`config.mk`:
```
export PLATFORM = sky130hd
export DESIGN_NAME = radar_target_frame_parser_flat
export DESIGN_NICKNAME = d
export VERILOG_FILES = /design/src/rtl/core/rtfp_pkg.sv /design/src/rtl/core/rtfp_if.sv /design/src/rtl/core/radar_target_frame_parser.sv /design/src/rtl/core/rtfp_frame_buf.sv /design/src/rtl/core/rtfp_dist.sv /design/src/flat_wrapper.sv
export SDC_FILE = /design/constraint.sdc
export NUM_CORES = 1
export LEC_CHECK = 0
export ABC_AREA = 1
export BUFFER_PORTS_ARGS = -buffer_cell sky130_fd_sc_hd__clkbuf_2
export CAP_MARGIN = 30
export CORE_UTILIZATION = 56
export DETAILED_ROUTE_END_ITERATION = 10
export HOLD_SLACK_MARGIN = 0.05
export PLACE_DENSITY_LB_ADDON = 0.15
export SETUP_SLACK_MARGIN = 0.05
export SLEW_MARGIN = 5
export SYNTH_ARGS = -nofsm -noshare
export SYNTH_HDL_FRONTEND = slang
export SYNTH_HIERARCHICAL = 1
export SYNTH_SLANG_ARGS = --single-unit
```
`constraint.sdc`:
```
create_clock -name i_clk -period 4.95 [get_ports i_clk]
set_input_delay 0.2475 -clock i_clk [delete_from_list [all_inputs] [get_ports i_clk]]
set_output_delay 0.2475 -clock i_clk [all_outputs]
set_load 0.01 [all_outputs]
```
`src/rtl/core/rtfp_pkg.sv`:
```
package rtfp_pkg;

    localparam int TARGET_SLOTS = 3;
    localparam int SLOT_BYTES   = 8;
    localparam int HDR_BYTES    = 4;
    localparam int FTR_BYTES    = 2;
    localparam int FRAME_LEN    = HDR_BYTES + SLOT_BYTES * TARGET_SLOTS + FTR_BYTES;

    localparam int FILL_W     = $clog2(FRAME_LEN + 1);
    localparam int SLOT_IDX_W = (TARGET_SLOTS > 1) ? $clog2(TARGET_SLOTS) : 1;
    localparam int PCNT_W     = $clog2(TARGET_SLOTS + 1);
    localparam int SHIFT_W    = $clog2(SLOT_BYTES + 1);

    localparam int WORD_W     = 16;
    localparam int SQ_W       = 2 * WORD_W;
    localparam int ROOT_STEPS = WORD_W;
    localparam int STEP_W     = $clog2(SQ_W);
    localparam int REM_W      = WORD_W + 1;

    localparam logic [7:0] SYNC_BYTE = 8'hAA;
    localparam logic [7:0] HDR_1     = 8'hFF;
    localparam logic [7:0] HDR_2     = 8'h03;
    localparam logic [7:0] HDR_3     = 8'h00;
    localparam logic [7:0] FTR_0     = 8'h55;
    localparam logic [7:0] FTR_1     = 8'hCC;

    typedef logic [7:0]            t_byte;
    typedef logic [WORD_W-1:0]     t_word;
    typedef logic [FILL_W-1:0]     t_fill;
    typedef logic [SLOT_IDX_W-1:0] t_slot_idx;
    typedef logic [PCNT_W-1:0]     t_pcount;
    typedef logic [SHIFT_W-1:0]    t_shift_cnt;
    typedef logic [STEP_W-1:0]     t_step;

    typedef enum logic [1:0] {
        ST_IDLE,
        ST_CHECK,
        ST_CALC,
        ST_SHIFT
    } t_state;

    typedef enum logic [1:0] {
        DP_IDLE,
        DP_SQUARE,
        DP_ROOT
    } t_dist_phase;

    typedef struct packed {
        logic [7:0] rx_byte;
    } t_in_item;

    typedef struct packed {
        logic [1:0]         slot;
        logic               present;
        logic signed [15:0] x_mm;
        logic signed [15:0] y_mm;
        logic signed [15:0] speed;
        logic [15:0]        resolution;
        logic [15:0]        distance_mm;
        logic [1:0]         present_count;
        logic               last;
    } t_out_item;

    typedef struct packed {
        logic  push;
        logic  shift;
        logic  clear;
        logic  drop;
        t_byte data;
    } t_buf_ctl;

    typedef struct packed {
        logic    fill_zero;
        logic    full;
        logic    frame_ok;
        t_pcount present_count;
    } t_buf_status;

    typedef struct packed {
        t_word x_raw;
        t_word y_raw;
        t_word sp_raw;
        t_word rs_raw;
    } t_slot_words;

endpackage

```
`src/rtl/core/rtfp_if.sv`:
```
interface rtfp_in_if;
    logic               valid;
    logic               ready;
    rtfp_pkg::t_in_item data;

    modport source (output valid, output data, input ready);
    modport sink (input valid, input data, output ready);
endinterface

interface rtfp_out_if;
    logic                valid;
    logic                ready;
    rtfp_pkg::t_out_item data;

    modport source (output valid, output data, input ready);
    modport sink (input valid, input data, output ready);
endinterface

```
`src/rtl/core/radar_target_frame_parser.sv`:
```
// Radar target frame parser. Takes one serial byte per request on i_rx; while nothing is
// held, bytes other than 0xAA are dropped. Once 30 bytes are held, a header AA FF 03 00 and
// footer 55 CC mark a good frame, which gives three slot results on o_tgt (last set on the
// third); a bad frame slides the window by one byte. A dropped byte leaves the parser idle;
// a held byte also passes through a check state. The byte that completes a good frame
// keeps the input busy while each slot runs through a bit-serial distance unit (shift-add
// squaring of X and Y, then root digits), and between slots the byte shift line moves the
// next slot into place. A result waits in an output register, so the next slot is
// computed, and after the last one new bytes are taken, while it waits.
module radar_target_frame_parser (
    input  logic        i_clk,
    input  logic        i_rst_n,
    rtfp_in_if.sink     i_rx,
    rtfp_out_if.source  o_tgt
);

    rtfp_pkg::t_state       r_state;
    rtfp_pkg::t_state       n_state;
    rtfp_pkg::t_slot_idx    r_slot;
    rtfp_pkg::t_pcount      r_pcount;
    rtfp_pkg::t_shift_cnt   r_sh;
    rtfp_pkg::t_out_item    r_out;
    rtfp_pkg::t_out_item    n_out;
    logic                   r_out_valid;

    rtfp_pkg::t_buf_ctl     buf_ctl;
    rtfp_pkg::t_buf_status  buf_status;
    rtfp_pkg::t_slot_words  words;

    logic            in_acc;
    logic            push_ok;
    logic            out_acc;
    logic            out_free;
    logic            dist_busy;
    logic            dist_start;
    rtfp_pkg::t_word dist_root;
    logic            load;
    logic            last_slot;
    logic            good;
    logic            shift_done;
    logic            pres;
    rtfp_pkg::t_word x_mag;
    rtfp_pkg::t_word y_mag;

    rtfp_frame_buf u_frame_buf (
        .i_clk    (i_clk),
        .i_rst_n  (i_rst_n),
        .i_ctl    (buf_ctl),
        .o_status (buf_status),
        .o_words  (words)
    );

    rtfp_dist u_dist (
        .i_clk   (i_clk),
        .i_rst_n (i_rst_n),
        .i_start (dist_start),
        .i_x_mag (x_mag),
        .i_y_mag (y_mag),
        .o_busy  (dist_busy),
        .o_root  (dist_root)
    );

    always_comb begin
        in_acc     = i_rx.valid && (r_state == rtfp_pkg::ST_IDLE);
        push_ok    = in_acc && (!buf_status.fill_zero ||
                                (i_rx.data.rx_byte == rtfp_pkg::SYNC_BYTE));
        out_acc    = r_out_valid && o_tgt.ready;
        out_free   = !r_out_valid || o_tgt.ready;
        load       = (r_state == rtfp_pkg::ST_CALC) && !dist_busy && out_free;
        last_slot  = (r_slot == rtfp_pkg::t_slot_idx'(rtfp_pkg::TARGET_SLOTS - 1));
        good       = (r_state == rtfp_pkg::ST_CHECK) && buf_status.full &&
                     buf_status.frame_ok;
        shift_done = (r_sh == rtfp_pkg::t_shift_cnt'(rtfp_pkg::SLOT_BYTES));
    end

    always_comb begin
        n_state = r_state;
        unique case (r_state)
            rtfp_pkg::ST_IDLE: begin
                if (push_ok) begin
                    n_state = rtfp_pkg::ST_CHECK;
                end
            end
            rtfp_pkg::ST_CHECK: begin
                n_state = good ? rtfp_pkg::ST_CALC : rtfp_pkg::ST_IDLE;
            end
            rtfp_pkg::ST_CALC: begin
                if (load) begin
                    n_state = last_slot ? rtfp_pkg::ST_IDLE : rtfp_pkg::ST_SHIFT;
                end
            end
            rtfp_pkg::ST_SHIFT: begin
                if (shift_done) begin
                    n_state = rtfp_pkg::ST_CALC;
                end
            end
        endcase
    end

    always_comb begin
        i_rx.ready    = (r_state == rtfp_pkg::ST_IDLE);
        buf_ctl.push  = push_ok;
        buf_ctl.shift = (r_state == rtfp_pkg::ST_SHIFT) && !shift_done;
        buf_ctl.clear = load && last_slot;
        buf_ctl.drop  = (r_state == rtfp_pkg::ST_CHECK) && buf_status.full &&
                        !buf_status.frame_ok;
        buf_ctl.data  = (r_state == rtfp_pkg::ST_IDLE) ? i_rx.data.rx_byte : '0;
        dist_start    = good || ((r_state == rtfp_pkg::ST_SHIFT) && shift_done);
        o_tgt.valid   = r_out_valid;
        o_tgt.data    = r_out;
    end

    // x is sign-magnitude with bit 15 as the sign, y is offset binary
    always_comb begin
        pres  = (words.x_raw != '0) || (words.y_raw != '0) || (words.rs_raw != '0);
        x_mag = {1'b0, words.x_raw[rtfp_pkg::WORD_W-2:0]};
        y_mag = words.y_raw[rtfp_pkg::WORD_W-1] ?
                {1'b0, words.y_raw[rtfp_pkg::WORD_W-2:0]} :
                rtfp_pkg::t_word'(17'h08000 - {2'b00, words.y_raw[rtfp_pkg::WORD_W-2:0]});

        n_out.slot          = 2'(r_slot);
        n_out.present       = pres;
        n_out.x_mm          = '0;
        n_out.y_mm          = '0;
        n_out.speed         = '0;
        n_out.distance_mm   = '0;
        n_out.resolution    = words.rs_raw;
        n_out.present_count = 2'(r_pcount);
        n_out.last          = last_slot;
        if (pres) begin
            n_out.x_mm        = words.x_raw[rtfp_pkg::WORD_W-1] ? x_mag : (16'h0000 - x_mag);
            n_out.y_mm        = {~words.y_raw[rtfp_pkg::WORD_W-1],
                                 words.y_raw[rtfp_pkg::WORD_W-2:0]};
            n_out.speed       = words.sp_raw;
            n_out.distance_mm = dist_root;
        end
    end

    always_ff @(posedge i_clk) begin
        if (!i_rst_n) begin
            r_state     <= rtfp_pkg::ST_IDLE;
            r_out_valid <= 1'b0;
            r_slot      <= '0;
            r_sh        <= '0;
            r_pcount    <= '0;
        end else begin
            r_state <= n_state;
            if (load) begin
                r_out_valid <= 1'b1;
            end else if (out_acc) begin
                r_out_valid <= 1'b0;
            end
            if (good) begin
                r_slot   <= '0;
                r_pcount <= buf_status.present_count;
            end else if (dist_start) begin
                r_slot <= r_slot + rtfp_pkg::t_slot_idx'(1);
            end
            if (load) begin
                r_sh <= '0;
            end else if (buf_ctl.shift) begin
                r_sh <= r_sh + rtfp_pkg::t_shift_cnt'(1);
            end
        end
    end

    always_ff @(posedge i_clk) begin
        if (load) begin
            r_out <= n_out;
        end
    end

endmodule

```
`src/rtl/core/rtfp_frame_buf.sv`:
```
module rtfp_frame_buf (
    input  logic                   i_clk,
    input  logic                   i_rst_n,
    input  rtfp_pkg::t_buf_ctl     i_ctl,
    output rtfp_pkg::t_buf_status  o_status,
    output rtfp_pkg::t_slot_words  o_words
);

    // byte shift line: new bytes enter at the top, oldest byte sits at index 0 when full
    rtfp_pkg::t_byte r_buf [rtfp_pkg::FRAME_LEN];
    rtfp_pkg::t_fill r_fill;
    rtfp_pkg::t_fill n_fill;
    rtfp_pkg::t_pcount pcount;

    always_ff @(posedge i_clk) begin
        if (i_ctl.push || i_ctl.shift) begin
            for (int i = 0; i < rtfp_pkg::FRAME_LEN - 1; i++) begin
                r_buf[i] <= r_buf[i+1];
            end
            r_buf[rtfp_pkg::FRAME_LEN-1] <= i_ctl.data;
        end
    end

    always_comb begin
        n_fill = r_fill;
        if (i_ctl.clear) begin
            n_fill = '0;
        end else if (i_ctl.drop) begin
            n_fill = rtfp_pkg::t_fill'(rtfp_pkg::FRAME_LEN - 1);
        end else if (i_ctl.push) begin
            n_fill = r_fill + rtfp_pkg::t_fill'(1);
        end
    end

    always_ff @(posedge i_clk) begin
        if (!i_rst_n) begin
            r_fill <= '0;
        end else begin
            r_fill <= n_fill;
        end
    end

    always_comb begin
        pcount = '0;
        for (int s = 0; s < rtfp_pkg::TARGET_SLOTS; s++) begin
            if ({r_buf[rtfp_pkg::HDR_BYTES + rtfp_pkg::SLOT_BYTES * s + 1],
                 r_buf[rtfp_pkg::HDR_BYTES + rtfp_pkg::SLOT_BYTES * s],
                 r_buf[rtfp_pkg::HDR_BYTES + rtfp_pkg::SLOT_BYTES * s + 3],
                 r_buf[rtfp_pkg::HDR_BYTES + rtfp_pkg::SLOT_BYTES * s + 2],
                 r_buf[rtfp_pkg::HDR_BYTES + rtfp_pkg::SLOT_BYTES * s + 7],
                 r_buf[rtfp_pkg::HDR_BYTES + rtfp_pkg::SLOT_BYTES * s + 6]} != '0) begin
                pcount = pcount + rtfp_pkg::t_pcount'(1);
            end
        end
    end

    always_comb begin
        o_status.fill_zero     = (r_fill == '0);
        o_status.full          = (r_fill == rtfp_pkg::t_fill'(rtfp_pkg::FRAME_LEN));
        o_status.frame_ok      = (r_buf[0] == rtfp_pkg::SYNC_BYTE) &&
                                 (r_buf[1] == rtfp_pkg::HDR_1) &&
                                 (r_buf[2] == rtfp_pkg::HDR_2) &&
                                 (r_buf[3] == rtfp_pkg::HDR_3) &&
                                 (r_buf[rtfp_pkg::FRAME_LEN-2] == rtfp_pkg::FTR_0) &&
                                 (r_buf[rtfp_pkg::FRAME_LEN-1] == rtfp_pkg::FTR_1);
        o_status.present_count = pcount;
    end

    // the slot being decoded always sits at the byte positions right after the header
    always_comb begin
        o_words.x_raw  = {r_buf[rtfp_pkg::HDR_BYTES + 1], r_buf[rtfp_pkg::HDR_BYTES]};
        o_words.y_raw  = {r_buf[rtfp_pkg::HDR_BYTES + 3], r_buf[rtfp_pkg::HDR_BYTES + 2]};
        o_words.sp_raw = {r_buf[rtfp_pkg::HDR_BYTES + 5], r_buf[rtfp_pkg::HDR_BYTES + 4]};
        o_words.rs_raw = {r_buf[rtfp_pkg::HDR_BYTES + 7], r_buf[rtfp_pkg::HDR_BYTES + 6]};
    end

endmodule

```
`src/rtl/core/rtfp_dist.sv`:
```
module rtfp_dist (
    input  logic            i_clk,
    input  logic            i_rst_n,
    input  logic            i_start,
    input  rtfp_pkg::t_word i_x_mag,
    input  rtfp_pkg::t_word i_y_mag,
    output logic            o_busy,
    output rtfp_pkg::t_word o_root
);

    rtfp_pkg::t_dist_phase r_phase;
    rtfp_pkg::t_dist_phase n_phase;
    rtfp_pkg::t_step       r_step;
    rtfp_pkg::t_word       r_mplier;
    rtfp_pkg::t_word       r_y;
    logic [rtfp_pkg::SQ_W-1:0]  r_mcand;
    logic [rtfp_pkg::SQ_W-1:0]  r_acc;
    logic [rtfp_pkg::REM_W-1:0] r_rem;
    rtfp_pkg::t_word       r_root;
    logic [rtfp_pkg::REM_W+2:0] trial;

    always_comb begin
        n_phase = r_phase;
        unique case (r_phase)
            rtfp_pkg::DP_IDLE: begin
                if (i_start) begin
                    n_phase = rtfp_pkg::DP_SQUARE;
                end
            end
            rtfp_pkg::DP_SQUARE: begin
                if (r_step == rtfp_pkg::t_step'(rtfp_pkg::SQ_W - 1)) begin
                    n_phase = rtfp_pkg::DP_ROOT;
                end
            end
            rtfp_pkg::DP_ROOT: begin
                if (r_step == rtfp_pkg::t_step'(rtfp_pkg::ROOT_STEPS - 1)) begin
                    n_phase = rtfp_pkg::DP_IDLE;
                end
            end
            default: begin
                n_phase = rtfp_pkg::DP_IDLE;
            end
        endcase
    end

    always_comb begin
        o_busy = (r_phase != rtfp_pkg::DP_IDLE);
        o_root = r_root;
    end

    always_ff @(posedge i_clk) begin
        if (!i_rst_n) begin
            r_phase <= rtfp_pkg::DP_IDLE;
        end else begin
            r_phase <= n_phase;
        end
    end

    // one root digit: bring down two bits of the radicand, try subtracting 4*root+1
    assign trial = {1'b0, r_rem, r_acc[rtfp_pkg::SQ_W-1 -: 2]} -
                   {2'b00, r_root, 2'b01};

    always_ff @(posedge i_clk) begin
        unique case (r_phase)
            rtfp_pkg::DP_IDLE: begin
                if (i_start) begin
                    r_mplier <= i_x_mag;
                    r_mcand  <= {{rtfp_pkg::WORD_W{1'b0}}, i_x_mag};
                    r_y      <= i_y_mag;
                    r_acc    <= '0;
                    r_step   <= '0;
                end
            end
            rtfp_pkg::DP_SQUARE: begin
                // shift-add squaring, one multiplier bit a cycle, x first then y
                if (r_mplier[0]) begin
                    r_acc <= r_acc + r_mcand;
                end
                if (r_step == rtfp_pkg::t_step'(rtfp_pkg::WORD_W - 1)) begin
                    r_mplier <= r_y;
                    r_mcand  <= {{rtfp_pkg::WORD_W{1'b0}}, r_y};
                end else begin
                    r_mplier <= r_mplier >> 1;
                    r_mcand  <= r_mcand << 1;
                end
                r_step <= r_step + rtfp_pkg::t_step'(1);
                r_rem  <= '0;
                r_root <= '0;
            end
            rtfp_pkg::DP_ROOT: begin
                if (!trial[rtfp_pkg::REM_W+2]) begin
                    r_rem  <= trial[rtfp_pkg::REM_W-1:0];
                    r_root <= {r_root[rtfp_pkg::WORD_W-2:0], 1'b1};
                end else begin
                    r_rem  <= {r_rem[rtfp_pkg::REM_W-3:0], r_acc[rtfp_pkg::SQ_W-1 -: 2]};
                    r_root <= {r_root[rtfp_pkg::WORD_W-2:0], 1'b0};
                end
                r_acc  <= r_acc << 2;
                r_step <= r_step + rtfp_pkg::t_step'(1);
            end
            default: begin
                r_step <= '0;
            end
        endcase
    end

endmodule

```
`src/flat_wrapper.sv`:
```
// flat-port wrapper written by rule: the top's interface ports become plain ports
module radar_target_frame_parser_flat 
  (i_clk, i_rst_n, i_rx_valid, i_rx_data, i_rx_ready, o_tgt_valid, o_tgt_data, o_tgt_ready);
  rtfp_in_if i_rx_i ();
  rtfp_out_if o_tgt_i ();
  input  logic i_clk;
  input  logic i_rst_n;
  input wire logic [$bits(i_rx_i.valid)-1:0] i_rx_valid;
  input wire logic [$bits(i_rx_i.data)-1:0] i_rx_data;
  output wire logic [$bits(i_rx_i.ready)-1:0] i_rx_ready;
  output wire logic [$bits(o_tgt_i.valid)-1:0] o_tgt_valid;
  output wire logic [$bits(o_tgt_i.data)-1:0] o_tgt_data;
  input wire logic [$bits(o_tgt_i.ready)-1:0] o_tgt_ready;
  assign i_rx_i.valid = i_rx_valid;
  assign i_rx_i.data = i_rx_data;
  assign i_rx_ready = i_rx_i.ready;
  assign o_tgt_valid = o_tgt_i.valid;
  assign o_tgt_data = o_tgt_i.data;
  assign o_tgt_i.ready = o_tgt_ready;
  radar_target_frame_parser u_core (.i_clk(i_clk), .i_rst_n(i_rst_n), .i_rx(i_rx_i), .o_tgt(o_tgt_i));
endmodule
```
Yosys cells after proc, flatten, opt, wreduce, memory -nomap -nowiden --
Memory sizes are Yosys's and may differ from the RTL's. Cells that the tools add are included.
Operators by class: $lt $le $gt $ge 0, equal/unequal tests 23, reductions and logical operators 54, div/mod/pow operators 0, muxes and demuxes 37, shift operators 0, add/subtract/negate cells 10, multiply operators 0, bitwise logic cells 3
Operators with widths (number):
- nonzero test 48 bit | 3
- 2-to-1 mux 32 bit | 4
- case mux 32 bit (3 select lines) | 1
- case mux 16 bit (2 select lines) | 2
- case mux 32 bit (2 select lines) | 1
- nonzero test 16 bit | 3
- case mux 17 bit (2 select lines) | 1
- adder 32 bit | 1
- equality test 8 bit, second input constant | 4
- 2-to-1 mux 16 bit | 2
- 2-to-1 mux 15 bit | 2
- 2-to-1 mux 2 bit | 10
- subtractor 19 x 18 -> 20 bit | 1
- 2-to-1 mux 17 bit | 1
- logical AND 1 bit | 16
- subtractor 1 x 15 -> 16 bit, first input constant | 1
- subtractor 16 x 15 -> 16 bit, first input constant | 1
- 2-to-1 mux 5 bit | 3
- adder 5 x 1 -> 5 bit, second input constant | 2
- equality test 5 bit, second input constant | 2
- case mux 5 bit (2 select lines) | 1
- nonzero test 2 bit | 5
- OR reduction 2 bit | 5
- AND reduction 3 bit | 3
- other kinds (23) | 52
Word-level totals: word-level logic and storage cells 154, output and inout bits 88, bits in writable memories 240, ROM bits 0, memories kept 1, input port bits 12, latch bits 0, register bits after elaboration 238
Memories:
- u_core.u_frame_buf.r_buf | depth 30, width 8, rd ports 30, clocked after Yosys merged registers in 0, write ports 30, line rtfp_frame_buf.sv:10 | rtfp_pkg::t_byte r_buf [rtfp_pkg::FRAME_LEN];

Logic depth before layout (Yosys ltp) --
An unclocked memory read counts as a cell.
depth after elaboration 11, mapped depth 15, gate-level depth less buffers 15

By module --
Netlist, hierarchy kept.
Modules (own cells, without submodules):
- rtfp_dist | sequential area each 4063.9 um^2, area an instance 8991.1 um^2, cells an instance 1162, instances 1
- rtfp_frame_buf | sequential area each 7307.0 um^2, area an instance 8239.2 um^2, cells an instance 456, instances 1
- radar_target_frame_parser | sequential area each 2802.7 um^2, area an instance 4524.3 um^2, cells an instance 464, instances 1

Worst setup path after synthesis --
Ideal clock, no wire load.
path type register to register, start register u_core.u_dist.r_phase[1], end register u_core/u_dist/r_mcand[0] (netlist name) (enable), buffers on the path 1, required time 4430 ps, stages on the path, launching flop included 6, period minus slack after synthesis 4782 ps, slack 168 ps, arrival time 4262 ps, cells stage by stage dfxtp_1 > inv_1 > ha_1 > inv_2 > clkbuf_1 > o21ai_0
On the way: longest elaborated chain between the ends 3, elaborated cells between the ends (all ways) 5, classes of those cells eq/ne: 2; reduce/logical: 3
RTL lines:
- start, declared | line rtfp_dist.sv:11 | rtfp_pkg::t_dist_phase r_phase;
- start signal, assigned | line rtfp_dist.sv:53 | r_phase <= rtfp_pkg::DP_IDLE;
- start signal, assigned | line rtfp_dist.sv:55 | r_phase <= n_phase;
- equality test 2 x 1 -> 1 bit or logical NOT 2 bit (tied branches) | line rtfp_dist.sv:64 | unique case (r_phase)
- nonzero test 2 bit (no line) or inequality test 2 x 1 -> 1 bit (tied branches)
- AND reduction 2 bit (no line) (*)
- end signal, assigned | line rtfp_dist.sv:68 | r_mcand <= {{rtfp_pkg::WORD_W{1'b0}}, i_x_mag};
- end signal, assigned | line rtfp_dist.sv:81 | r_mcand <= {{rtfp_pkg::WORD_W{1'b0}}, r_y};
- end signal, assigned | line rtfp_dist.sv:84 | r_mcand <= r_mcand << 1;
- end, declared | line rtfp_dist.sv:16 | logic [rtfp_pkg::SQ_W-1:0] r_mcand;
Mark *: on every way between the ends. The rest lies on a longest branch, timed or not. A chain may end at the register's enable or synchronous reset.

==> out/results.tsv <==
metric	value	unit
yosys_warnings	6	
nets	2290	
ctsResizeCount	0	
critPathLaunchType	flip-flop	
crit_chain	nor2_1 > clkinv_1 > nor2_1 > nand2_1 > inv_1 > or2_4 > buf_12	
vias	14320	
cts_tree	done	
skew	0.0326	ns
syn-num-nets	2160	
relSlewSlack	42.0	%
synth_cells	2082	
ios	100	
synth_top_flop_cell	edfxtp_1	
p_leak	10.1	nW
synth_top_area_cell	edfxtp_1	
yosys.cell_types.count	51	
path_max_fanout	88	
layout_common_cells	edfxtp_1 (460), nand2_1 (450), inv_1 (345), nor2_1 (272), a21oi_1 (101)	
p_comb_share	31.1	%
swShare	35.2	%
finalHoldViolCount	0	
grt_pass1_wl	71300	µm
met1_length	20300	µm
drive_gt1_share	9.65	%
post-dp-hpwl	30700	µm
p_switching	4.55	mW
antenna_cells	0	
wl_met2	21000	µm
drt-total-wl	44600	µm
crit_type	reg2reg	
clk_path_buf_depth	3	
num_rows	71	
cts_max_level	2	
syn_area	0.0218	mm²
overflow	0	
crit_path_top_delay_cell	or2_4	
die_x	199	µm
rr_worst_depth	7	
drv_cap	0	
cp_data_arrival_time	3.14	ns
peakVddDrop	0.358	mV
fmax	0.341	GHz
die_y	199	µm
cp.required	5.16	ns
final_common_cell	edfxtp_1	
place.gp.congestion	0.966	
synthArstFlopShare	0	%
vias_per_cell	5.19	
p_int	8.38	mW
antenna_found_initial	0	
period_minus_slack	2.93	ns
hold_class	in2reg	
status	completed	
synth_top_area_share	63.5	%
synth-seq-cells	478	
design_area	0.0244	mm²
rsz0062_at_grt	false	
finalPower	12.9	mW
drtIter0Drc	1182	
worst_slew_pin_slew	0.870	ns
synth_edf_count	460	
grt_max_degree	91	
avgSynthCellArea	10.4	µm²
dr.pass1.iters	5	
grt_pass1_vias	13875	
detailed_place.area	0.0229	mm²
setup_viol_count_final	0	
grt_usage	23.3	%
core-area	0.0379	mm²
holdPathStages	7	
nFillCells	3026	
pwr-share-clk	26.2	%
regToRegSetupSlack	2.02	ns
critPathMaxStageDelay	0.73	ns
route.detailed.drc	0	
setup_tns	0	ns
power_frac_seq	42.7	%
port_buffers	99	
clk_pin_slew	0.06	ns
hold_buffers	10	
numCtsBuffers	48	
die_area	0.0396	mm²
highest_layer	met4	
cts_sinks	478	
postRouteAntennaNets	0	
synth_area_leaders	edfxtp_1 (63%), nand2_1 (7.8%), inv_1 (6.0%), nor2_1 (4.7%), ha_1 (3.7%)	
endpoint_kind	flip-flop	
p_per_area	530	mW/mm²
cts_root_buffer	clkbuf_16	
area.growth.synth_to_final	12.2	%
start_util	57.4	%
fin_crit_sh	59.3	%
postCtsSetupRepairBufs	0	
wl_met3	2350	µm
wl_per_cell	16.2	µm
maxSlewViolCount	0	
cp_common_cell	nor2_1	
clk_latency	0.59	ns
ys_seq_area_share	65.2	%
layout make-up:
cell class | count | area (µm²) | area share (%)
clock buffer | 64 | 1280 | 5.25
tap | 511 | 639 | 2.62
inverter | 352 | 1320 | 5.42
clock inverter | 22 | 165 | 0.676
sequential | 478 | 14200 | 58.0
multi-input combinational | 1209 | 6060 | 24.8
timing repair buffer | 123 | 771 | 3.16
power groups by stage:
stage	combinational (mW)	clock [mW]	sequential, mW
floorplan	2.93	0	5.54
global placement	3.85	0	5.59
detailed placement	3.95	0	5.60
CTS	3.99	3.47	5.53
global route	4.57	3.62	5.58
finish	4.02	3.39	5.52
final timing paths:
path / from / end
worst max register to register: u_core/r_state[1] / u_core/u_frame_buf/r_buf[5][1]
worst min-delay path: i_rx_valid / u_core/r_state[0]
worst min register to register: u_core/u_frame_buf/r_buf[24][0] / u_core/u_frame_buf/r_buf[23][0]
worst max-delay path: u_core/r_state[1] / u_core/u_frame_buf/r_buf[5][1]
stage by stage:
stage / hold WS, ns / util [%] / setup slack (ns) / std cells
after detailed placement: 0.405 / 60.3 / 2.05 / 2663
final: 0.144 / 64.4 / 2.02 / 2759
after global routing: 0.164 / 64.4 / 1.73 / 2759
after global placement: 0.401 / 60.1 / 2.16 / 2660
after CTS: 0.102 / 64.4 / 2.01 / 2759
after floorplan: 0.386 / - / 0.168 / 2082
layer usage:
layer / global-route usage, % / up-vias
met5: 0 / -
met4: 6.50 / 0
met3: 3.85 / 67
met2: 37.7 / 357
met1: 32.7 / 6767
li1: - / 7129
cells by family after synthesis:
kind of cell / synth area share [%]
compound gates: 5.64
xor+xnor: 1.37
fa+ha+maj: 3.83
buf+inv: 7.08
flops: 65.2
other cells: 0.0172
simple gates: 16.9
flip-flops by register name, summed over array words and instances, names as in the netlist:
register / cells
u_core/r_sh: 4
u_core/u_dist/r_mplier: 16
u_core/o_tgt.data: 86
u_core/r_state: 2
u_core/u_frame_buf/r_fill: 5
u_core/u_dist/r_mcand: 32
u_core/o_tgt.valid: 1
u_core/u_frame_buf/r_buf: 240
u_core/u_dist/o_root: 16
u_core/u_dist/r_y: 16
u_core/u_dist/r_rem: 17
u_core/u_dist/r_acc: 32
u_core/r_pcount: 2
u_core/u_dist/r_phase: 2
u_core/r_slot: 2
u_core/u_dist/r_step: 5
worst max-delay path: cells and delay by family (launching register included):
family,cells,cell delay [ns]
AND/OR/NAND/NOR,4,1.18
buffers and inverters,3,0.92
flip-flops,1,0.35
synth_stat cells, types with 18 or more instances:
library cell / number
a21oi_1: 101
clkbuf_1: 31
dfxtp_1: 18
edfxtp_1: 460
ha_1: 65
inv_1: 346
nand2_1: 450
nand3_1: 81
nor2_1: 272
nor2_2: 18
nor3_1: 18
o21ai_0: 58
o21ai_1: 18
xor2_1: 24
Power figures use the tool's default switching activity.
